File: src/rtl/cswt_pkg.sv
// Package for the centroid smoother and zone trigger.
// Types and constants shared by the register block, update logic and top level.
package cswt_pkg;

  localparam int unsigned PixW   = 12;
  localparam int unsigned CoordW = 21;
  localparam int unsigned WeightW = 9;
  localparam int unsigned FracW  = 8;
  localparam int unsigned AccW   = 30;
  localparam int unsigned AddrW  = 4;

  localparam logic [WeightW-1:0] WeightMin   = 9'd3;
  localparam logic [WeightW-1:0] WeightOne   = 9'd256;
  localparam logic [WeightW-1:0] WeightReset = 9'd77;
  localparam logic [PixW-1:0]    TopReset    = 12'd0;
  localparam logic [PixW-1:0]    BottomReset = 12'd4095;
  localparam logic [AccW-1:0]    RoundHalf   = 30'd128;

  typedef enum logic [1:0] {
    REG_WEIGHT   = 2'd0,
    REG_WIN_TOP  = 2'd1,
    REG_WIN_BOT  = 2'd2,
    REG_ON_ENTRY = 2'd3
  } reg_idx_t;

  typedef enum logic {
    FUNC_FRAME   = 1'b0,
    FUNC_CONSUME = 1'b1
  } func_t;

  typedef struct packed {
    logic [WeightW-1:0] weight;
    logic [PixW-1:0]    win_top;
    logic [PixW-1:0]    win_bottom;
    logic               on_entry;
  } cfg_t;

  typedef struct packed {
    logic              func;
    logic              person_present;
    logic [PixW-1:0]   box_left;
    logic [PixW-1:0]   box_top;
    logic [PixW-1:0]   box_width;
    logic [PixW-1:0]   box_height;
  } item_t;

  typedef struct packed {
    logic [CoordW-1:0] avg_x;
    logic [CoordW-1:0] avg_y;
    logic              avg_valid;
    logic              was_in_window;
    logic              trigger_pending;
  } track_t;

  typedef struct packed {
    logic              smoothed_valid;
    logic [CoordW-1:0] smoothed_x;
    logic [CoordW-1:0] smoothed_y;
    logic              in_window;
    logic              trigger;
  } result_t;

endpackage

File: src/rtl/cswt_regs.sv
// APB-style configuration registers for the centroid smoother.
// Depends on cswt_pkg.
module cswt_regs (
  input  logic                      clk,
  input  logic                      rst,
  input  logic                      psel,
  input  logic                      penable,
  input  logic                      pwrite,
  input  logic [cswt_pkg::AddrW-1:0] paddr,
  input  logic [31:0]               pwdata,
  output logic [31:0]               prdata,
  output logic                      pready,
  output cswt_pkg::cfg_t            cfg
);
  import cswt_pkg::*;

  cfg_t     cfg_next;
  reg_idx_t idx;
  logic     wr;

  assign pready = 1'b1;
  assign idx    = reg_idx_t'(paddr[3:2]);
  assign wr     = psel && penable && pwrite && pready;

  always_comb begin
    cfg_next = cfg;
    if (wr) begin
      unique case (idx)
        REG_WEIGHT:   cfg_next.weight     = pwdata[WeightW-1:0];
        REG_WIN_TOP:  cfg_next.win_top    = pwdata[PixW-1:0];
        REG_WIN_BOT:  cfg_next.win_bottom = pwdata[PixW-1:0];
        REG_ON_ENTRY: cfg_next.on_entry   = pwdata[0];
        default:      cfg_next = cfg;
      endcase
    end
  end

  always_ff @(posedge clk) begin
    if (rst) begin
      cfg.weight     <= WeightReset;
      cfg.win_top    <= TopReset;
      cfg.win_bottom <= BottomReset;
      cfg.on_entry   <= 1'b1;
    end else begin
      cfg <= cfg_next;
    end
  end

  always_comb begin
    prdata = '0;
    unique case (idx)
      REG_WEIGHT:   prdata = {{(32-WeightW){1'b0}}, cfg.weight};
      REG_WIN_TOP:  prdata = {{(32-PixW){1'b0}}, cfg.win_top};
      REG_WIN_BOT:  prdata = {{(32-PixW){1'b0}}, cfg.win_bottom};
      REG_ON_ENTRY: prdata = {31'd0, cfg.on_entry};
      default:      prdata = '0;
    endcase
  end

endmodule

File: src/rtl/cswt_update.sv
// Per-item update: box centre, EMA smoothing, window test and trigger latch.
// Purely combinational; depends on cswt_pkg.
module cswt_update (
  input  cswt_pkg::cfg_t    cfg,
  input  cswt_pkg::item_t   item,
  input  cswt_pkg::track_t  cur,
  output cswt_pkg::track_t  nxt,
  output cswt_pkg::result_t res
);
  import cswt_pkg::*;

  logic [WeightW-1:0] w;
  logic [WeightW-1:0] w_inv;
  logic [CoordW-1:0]  cx;
  logic [CoordW-1:0]  cy;
  logic [AccW-1:0]    acc_x;
  logic [AccW-1:0]    acc_y;
  logic [CoordW-1:0]  ema_x;
  logic [CoordW-1:0]  ema_y;
  logic [CoordW-1:0]  lo_bound;
  logic [CoordW-1:0]  hi_bound;
  logic               in_zone;

  always_comb begin
    priority if (cfg.weight < WeightMin) w = WeightMin;
    else if (cfg.weight > WeightOne)     w = WeightOne;
    else                                 w = cfg.weight;
  end

  assign w_inv = WeightOne - w;

  assign cx = {1'b0, item.box_left, 8'd0} + {2'b00, item.box_width, 7'd0};
  assign cy = {1'b0, item.box_top,  8'd0} + {2'b00, item.box_height, 7'd0};

  assign acc_x = AccW'(w * cx) + AccW'(w_inv * cur.avg_x) + RoundHalf;
  assign acc_y = AccW'(w * cy) + AccW'(w_inv * cur.avg_y) + RoundHalf;
  assign ema_x = acc_x[FracW +: CoordW];
  assign ema_y = acc_y[FracW +: CoordW];

  assign lo_bound = {1'b0, cfg.win_top, 8'd0};
  assign hi_bound = {1'b0, cfg.win_bottom, 8'd0};

  always_comb begin
    nxt     = cur;
    in_zone = 1'b0;
    if (item.func == FUNC_CONSUME) begin
      nxt.trigger_pending = 1'b0;
    end else if (item.person_present) begin
      nxt.avg_x     = cur.avg_valid ? ema_x : cx;
      nxt.avg_y     = cur.avg_valid ? ema_y : cy;
      nxt.avg_valid = 1'b1;
      in_zone = (nxt.avg_y >= lo_bound) && (nxt.avg_y <= hi_bound);
      if (cfg.on_entry && !cur.was_in_window && in_zone)
        nxt.trigger_pending = 1'b1;
      else if (!cfg.on_entry && cur.was_in_window && !in_zone)
        nxt.trigger_pending = 1'b1;
      nxt.was_in_window = in_zone;
    end else begin
      nxt.avg_x         = '0;
      nxt.avg_y         = '0;
      nxt.avg_valid     = 1'b0;
      nxt.was_in_window = 1'b0;
    end
  end

  always_comb begin
    res.smoothed_valid = nxt.avg_valid;
    res.smoothed_x     = nxt.avg_x;
    res.smoothed_y     = nxt.avg_y;
    res.in_window      = nxt.was_in_window;
    res.trigger        = (item.func == FUNC_CONSUME) ? cur.trigger_pending
                                                     : nxt.trigger_pending;
  end

endmodule

File: src/rtl/centroid_smoother_zone_trigger.sv
// Centroid smoother with zone trigger: top level.
// Input register, update logic, tracking state and result register.
// Depends on cswt_pkg, cswt_regs and cswt_update.
//
// Usage:
//   Input channel (in_valid / in_stall) carries one item: a frame update
//   (func = 0) with an optional box, or a consume request (func = 1).
//   Output channel (out_valid / out_stall) returns exactly one result item
//   per input item, in order.
//   The result passes through two register stages from the input ports:
//   the input register, then the result register. Throughput is one
//   item per cycle while out_stall is low; the tracking state updates
//   as an item moves from the input register into the result register.
//   While the receiver stalls, the result register holds; one more item
//   waits in the input register, then in_stall rises.
//   Synchronous reset clears the tracking state and both valid flags and
//   loads the configuration defaults. Configuration is written over the
//   APB-style port only while idle, a user rule the block does not enforce.
module centroid_smoother_zone_trigger (
  input  logic                         clk,
  input  logic                         rst,
  input  logic                         psel,
  input  logic                         penable,
  input  logic                         pwrite,
  input  logic [cswt_pkg::AddrW-1:0]   paddr,
  input  logic [31:0]                  pwdata,
  output logic [31:0]                  prdata,
  output logic                         pready,
  input  logic                         in_valid,
  output logic                         in_stall,
  input  logic                         func,
  input  logic                         person_present,
  input  logic [cswt_pkg::PixW-1:0]    box_left,
  input  logic [cswt_pkg::PixW-1:0]    box_top,
  input  logic [cswt_pkg::PixW-1:0]    box_width,
  input  logic [cswt_pkg::PixW-1:0]    box_height,
  output logic                         out_valid,
  input  logic                         out_stall,
  output logic                         smoothed_valid,
  output logic [cswt_pkg::CoordW-1:0]  smoothed_x,
  output logic [cswt_pkg::CoordW-1:0]  smoothed_y,
  output logic                         in_window,
  output logic                         trigger
);
  import cswt_pkg::*;

  cfg_t    cfg;
  item_t   inq;
  logic    inq_valid;
  track_t  track;
  track_t  track_next;
  result_t res_next;
  result_t res;
  logic    advance;
  logic    out_valid_next;

  cswt_regs u_regs (
    .clk     (clk),
    .rst     (rst),
    .psel    (psel),
    .penable (penable),
    .pwrite  (pwrite),
    .paddr   (paddr),
    .pwdata  (pwdata),
    .prdata  (prdata),
    .pready  (pready),
    .cfg     (cfg)
  );

  cswt_update u_update (
    .cfg  (cfg),
    .item (inq),
    .cur  (track),
    .nxt  (track_next),
    .res  (res_next)
  );

  assign advance  = inq_valid && !(out_valid && out_stall);
  assign in_stall = inq_valid && out_valid && out_stall;

  always_comb begin
    if (advance)        out_valid_next = 1'b1;
    else if (out_stall) out_valid_next = out_valid;
    else                out_valid_next = 1'b0;
  end

  always_ff @(posedge clk) begin
    if (rst) begin
      inq_valid <= 1'b0;
      out_valid <= 1'b0;
      track     <= '0;
    end else begin
      if (!in_stall) inq_valid <= in_valid;
      out_valid <= out_valid_next;
      if (advance) track <= track_next;
    end
  end

  always_ff @(posedge clk) begin
    if (in_valid && !in_stall) begin
      inq.func           <= func;
      inq.person_present <= person_present;
      inq.box_left       <= box_left;
      inq.box_top        <= box_top;
      inq.box_width      <= box_width;
      inq.box_height     <= box_height;
    end
    if (advance) res <= res_next;
  end

  assign smoothed_valid = res.smoothed_valid;
  assign smoothed_x     = res.smoothed_x;
  assign smoothed_y     = res.smoothed_y;
  assign in_window      = res.in_window;
  assign trigger        = res.trigger;

endmodule

File: config.mk
export PLATFORM = sky130hd
export DESIGN_NAME = centroid_smoother_zone_trigger
export DESIGN_NICKNAME = d
export VERILOG_FILES = /design/src/rtl/cswt_pkg.sv /design/src/rtl/cswt_regs.sv /design/src/rtl/cswt_update.sv /design/src/rtl/centroid_smoother_zone_trigger.sv
export SDC_FILE = /design/constraint.sdc
export NUM_CORES = 2
export LEC_CHECK = 0
export BUFFER_PORTS_ARGS = -buffer_cell sky130_fd_sc_hd__buf_2
export CAP_MARGIN = 40
export CORE_MARGIN = 5
export CORE_UTILIZATION = 59
export CTS_BUF_LIST = sky130_fd_sc_hd__clkbuf_4 sky130_fd_sc_hd__clkbuf_8 sky130_fd_sc_hd__clkbuf_16
export DETAILED_ROUTE_END_ITERATION = 10
export GPL_ROUTABILITY_DRIVEN = 0
export PLACE_DENSITY = 0.84
export SYNTH_ARGS = -nofsm -noshare
export SYNTH_HDL_FRONTEND = slang
export SYNTH_SLANG_ARGS = --single-unit
export TNS_END_PERCENT = 100
File: constraint.sdc
create_clock -name clk -period 11.55 [get_ports clk]
set_input_delay 1.155 -clock clk [delete_from_list [all_inputs] [get_ports clk]]
set_output_delay 1.155 -clock clk [all_outputs]
set_load 0.02 [all_outputs]
# Word level (Yosys, flattened, before mapping)
# Index checks and enable logic that the tools add are counted.
[op_classes] n_addsub=7 n_reduce_logical=22 n_eq_ne=4 order_cmp=4 n_mux=14 n_mul=4
[op_table] operator="case mux 32 bit (4 select lines)" n=1
[op_table] operator="multiplier 9 x 21 -> 29 bit" n=4
[op_table] operator="2-to-1 mux 44 bit" n=2
[op_table] operator="adder 29 bit" n=2
[op_table] operator="adder 29 x 8 -> 29 bit (second input constant)" n=2
[op_table] operator="adder 20 x 19 -> 21 bit" n=2
[op_table] operator="2-to-1 mux 21 bit" n=2
[op_table] operator="greater-or-equal comparator 21 x 20 -> 1 bit" n=1
[op_table] operator="less-or-equal comparator 21 x 20 -> 1 bit" n=1
[op_table] operator="2-to-1 mux 9 bit" n=2
[op_table] operator="logical AND 1 bit" n=12
[op_table] operator="> comparator 9 bit (second input constant)" n=1
[op_table] operator="< comparator 9 x 2 -> 1 bit (second input constant)" n=1
[op_table] operator="subtractor 9 bit (first input constant)" n=1
[op_table] operator="AND reduction 2 bit" n=4
[op_table] operator="2-to-1 mux 1 bit" n=7
[op_table] operator="zero test 1 bit" n=5
[op_table] operator="equality test 2 bit (second input constant)" n=2
[op_table] operator="equality test 2 x 1 -> 1 bit (second input constant)" n=1
[op_table] operator="zero test 2 bit" n=1
[op_table] operator="!= test 2 x 1 -> 1 bit (second input constant)" n=1
[word_totals] out_inout_bits=80 regBits=176 input_bits=93 word_cells=77

# Depth between registers and ports, before layout
[logic_depth] word_depth=17 mapped_depth=43

# Hierarchy
# Synthesis repeated with hierarchy kept, for this count alone.
[unflattened] hier_cells=3141 area_unflattened_um2=29064.1
[by_module_without_submodules] mod="cswt_update" n_inst=1 seq_area_each_um2=0.0 cells_each=2644 area_per_inst_um2=22238.8
[by_module_without_submodules] mod="centroid_smoother_zone_trigger" n_inst=1 seq_area_each_um2=3793.6 cells_each=300 area_per_inst_um2=4994.8
[by_module_without_submodules] mod="cswt_regs" n_inst=1 seq_area_each_um2=680.7 cells_each=197 area_per_inst_um2=1830.5

# Least setup slack after synthesis
# OpenSTA, ideal clock, no wires.
[synth_timing] path_type="register to register" from="register inq[1] in the netlist's numbering" to="register res (netlist bit trigger) (data pin)" period_less_slack_ns=9.988 path_slack_ns=1.562 n_path_buf=0 t_arrival_ns=9.727 required_time_ns=11.289 stages_incl_launch_ff=41 path_cell_list="edfxtp_1 > ha_1 > fa_1 > a211oi_1 > nor2_1 > o311a_1 > o41ai_1 > o21bai_1 > xor2_1 > nand2_1 > fa_1 > inv_1 > fa_1 > inv_1 > fa_1 > fa_1 > inv_1 > fa_1 > (+5 left out) > nand2_1 > a211o_1 > o211a_1 > o21ai_0 > a21boi_0 > o21a_1 > or3_1 > nand3b_1 > o21ai_0 > ha_1 > nand4_1 > a21oi_1 > a221o_1 > nor2_1 > a311oi_1 > a32o_2 > a21oi_1 > a311o_1"
[synth_lines] element="from (decl)" line="centroid_smoother_zone_trigger.sv:48" text="item_t inq;"
[synth_lines] element="to (signal assigned)" line="centroid_smoother_zone_trigger.sv:108" text="if (advance) res <= res_next;"
[synth_lines] element="to (decl)" line="centroid_smoother_zone_trigger.sv:53" text="result_t res;"

==> impl_metrics.json <==
{
  "grtUsageTotal_pct": 28.3,
  "slew_violations": 0,
  "detailroute.via_count": 21500,
  "endpoint_kind": "flip-flop",
  "dieArea_um2": 51800,
  "max_freq_ghz": 0.0912,
  "cap_violations": 0,
  "cp_max_fo": 17,
  "initial_utilization_pct": 59.9,
  "power.share.sequential_pct": 12.1,
  "synth-edff-count": 95,
  "antenna_found_initial": 2,
  "p_comb_share_pct": 77.7,
  "reg2reg_depth": 37,
  "tritoncts.num_buffers": 17,
  "final_hold_viol_count": 0,
  "slew_margin_rel_pct": 34.2,
  "timing.setup.critical_path_class": "flip-flop to flip-flop",
  "ys_flop_type": "edfxtp_1",
  "synthesis.area_per_instance_um2": 9.08,
  "min_period_ps": 10960,
  "power.share.clock_pct": 10.2,
  "grt_pass1_vias": 22500,
  "cts-root-to-sink-buffers": 2,
  "yosys_warnings": 0,
  "detailed_route_wl_um": 69800,
  "post-dp-hpwl_um": 54900,
  "gr-total-overflow": 0,
  "p_sw_share_pct": 52.2,
  "status": "finished, final reports clean",
  "cts.root.buffer_cell": "clkbuf_16",
  "place_ws_ps": 519,
  "ios": 173,
  "clock_latency_of_the_later_clocked_register_in_the_worst_skew_pair_ps": 500,
  "worst_ep_arrival_ps": 11210,
  "power_density_nw_per_um2": 200,
  "synthesis_to_finish_area_growth_pct": 7.04,
  "finalClockSkew_ps": 16.2,
  "row_count": 79,
  "post_synth_instance_area_um2": 27900,
  "floorplan.core_area_um2": 46700,
  "startpoint_type": "flip-flop",
  "floorplan.die.width_um": 228,
  "synthesis.instances": 3078,
  "final.hold.worst_slack_ps": 478,
  "timing.reg2reg.setup_slack_ps": 590,
  "reg_to_reg_endpoint": "trigger",
  "worst-slew-pin-transition_ps": 987,
  "internal_power_mw": 2.86,
  "power.static_leakage_nw": 14.3,
  "place.detailed.instances": 3726,
  "clkSinkCount": 176,
  "max-vdd-ir-drop_uv": 397,
  "layout_cells_sized_above_1_pct": 8.66,
  "cts.reportedPaths.clkPinSlew_ps": 80,
  "layout.cells.non_filler": 3761,
  "layout_setup_ws_ps": 587,
  "timing.final.crit_share_pct": 94.9,
  "worstReg2RegStart": "u_regs.cfg[30]",
  "die_height_um": 228,
  "worstPathRequired_ps": 11800,
  "htree_levels": 4,
  "drt_first_iter_violations": 1802,
  "holdCritPathClass": "flip-flop to flip-flop",
  "drt-vias-per-instance": 5.71,
  "fill_cell_total_of_the_finished_layout": 3817,
  "grt_first_pass_wirelength_um": 115000,
  "worstHoldPathCells": 2,
  "yosys.cell_types.count": 88,
  "ys_async_sr_fraction_pct": 0,
  "synth_seq_cells": 176,
  "dr.pass1.iters": 6,
  "cp_common_cell": "fa_1",
  "io_buffers": 129,
  "hold-path-endpoint": "u_regs.cfg[15]",
  "slowest_delay_ps": 510,
  "grt_max_degree": 72,
  "hold_buffers": 0,
  "finish.net_count": 3958,
  "p_switching_mw": 3.13,
  "hold_path.startpoint": "u_regs.cfg[15]",
  "route.detailed.drc": 0,
  "crit_slowest_cell": "fa_1",
  "cts_tree": "built",
  "wl_per_cell_um": 18.6,
  "ant_nets": 0,
  "sequential_element_share_of_the_synthesized_area_pct": 16.0,
  "setup_viol": 0
}
## final cells by class
type	count	area (um2)	share of cell area, %
Multi-Input combinational cell	2129	20600	68.8
Sequential cell	176	4480	15.0
Clock buffer	17	425	1.42
Tap cell	607	759	2.54
Timing Repair Buffer	196	1160	3.87
Clock inverter	15	169	0.565
Antenna cell	1	2.50	0.00837
Inverter	620	2330	7.78
## flip-flops by register name, indices dropped and copies added, names as in the netlist
name,flops
smoothed_y,21
trigger,1
u_regs.cfg,34
out_valid,1
in_window,1
smoothed_valid,1
inq_valid,1
inq,50
track,45
smoothed_x,21
## metrics by stage
stage                     total power, mW  setup TNS, ps  area [um2]  utilization (%)
final                                5.99              0       29900             64.1
after global routing                 6.63          -6.17       29900             64.1
after CTS                            5.96              0       29900             64.0
after detailed placement             5.33              0       29300             62.7
after global placement               5.14              0       29200             62.5
after floorplan                      4.25              0       28000                -
## cell families after synthesis
kind of cell,count (synthesis),share of synthesized area (%)
AOI/OAI and AO/OA,294,7.26
xor gates and xnor gates,72,2.28
adders and majority gates,725,46.2
buffers and inverters,792,11.0
DFF,176,16.0
muxes,34,1.28
other,2,0.0269
and+or+nand+nor,983,15.9
## cell usage after synthesis, types with 23 or more instances
cell type | instances | area share (%)
a21o_1 | 23 | 0.62
a21oi_1 | 77 | 1.4
a22o_1 | 24 | 0.75
and2_1 | 177 | 4.0
buf_4 | 24 | 0.64
clkbuf_1 | 138 | 1.9
dfxtp_1 | 81 | 5.8
edfxtp_1 | 95 | 10
fa_1 | 512 | 37
ha_1 | 213 | 9.5
inv_1 | 617 | 8.3
mux2i_1 | 30 | 1.1
nand2_1 | 591 | 7.9
nor2_1 | 87 | 1.2
o21ai_0 | 62 | 1.1
xnor2_1 | 53 | 1.7
## power by group through the flow
| stage | clock network [mW] | registers (mW) | logic (mW) |
|---|---|---|---|
| after floorplan | 0 | 0.732 | 3.52 |
| after global placement | 0 | 0.736 | 4.40 |
| after detailed placement | 0 | 0.737 | 4.59 |
| after CTS | 0.619 | 0.723 | 4.62 |
| after global routing | 0.644 | 0.727 | 5.26 |
| final | 0.610 | 0.724 | 4.66 |
## how the worst max path moves through the flow
stage | end | slack (ps) | start
floorplan | trigger | 1560 | inq[1]
global placement | trigger | 580 | inq[1]
detailed placement | trigger | 520 | inq[1]
CTS | trigger | 460 | inq[1]
global route | trigger | -6 | u_regs.cfg[30]
finish | trigger | 590 | u_regs.cfg[30]
## cell usage in the layout, fill, tap and decap left out, drive strengths merged, types with 24 or more instances in the layout
master,n
a21oi,79
a22o,24
and2,178
buf,196
dfxtp,81
edfxtp,95
fa,512
ha,213
inv,628
mux2i,30
nand2,591
nor2,88
o21ai,63
xnor2,54
## timing repair
| item | 4_1_cts | 5_1_grt |
|---|---|---|
| setup endpoints to repair | 0 | 2 |
| gates resized for setup | 0 | 4 |
| setup buffers | 0 | 2 |
## routing by layer
metal | track usage [%] | vias to the layer above | share of wire [%]
met4 | 14.9 | 0 | 5.9
li1 | - | 9534 | -
met3 | 5.97 | 250 | 9.3
met2 | 45.7 | 1072 | 47
met1 | 36.1 | 10600 | 38
met5 | 0 | - | 0
## worst max-delay path, delay by kind of cell, from the launching register on
kind / cells / cell delay [ps]
DFF: 1 / 490
xor gates and xnor gates: 1 / 130
and+or+nand+nor: 9 / 1890
adders and majority gates: 9 / 3950
buffers and inverters: 5 / 530
AOI/OAI and AO/OA: 13 / 3710
(Power assumes the default switching activity.)
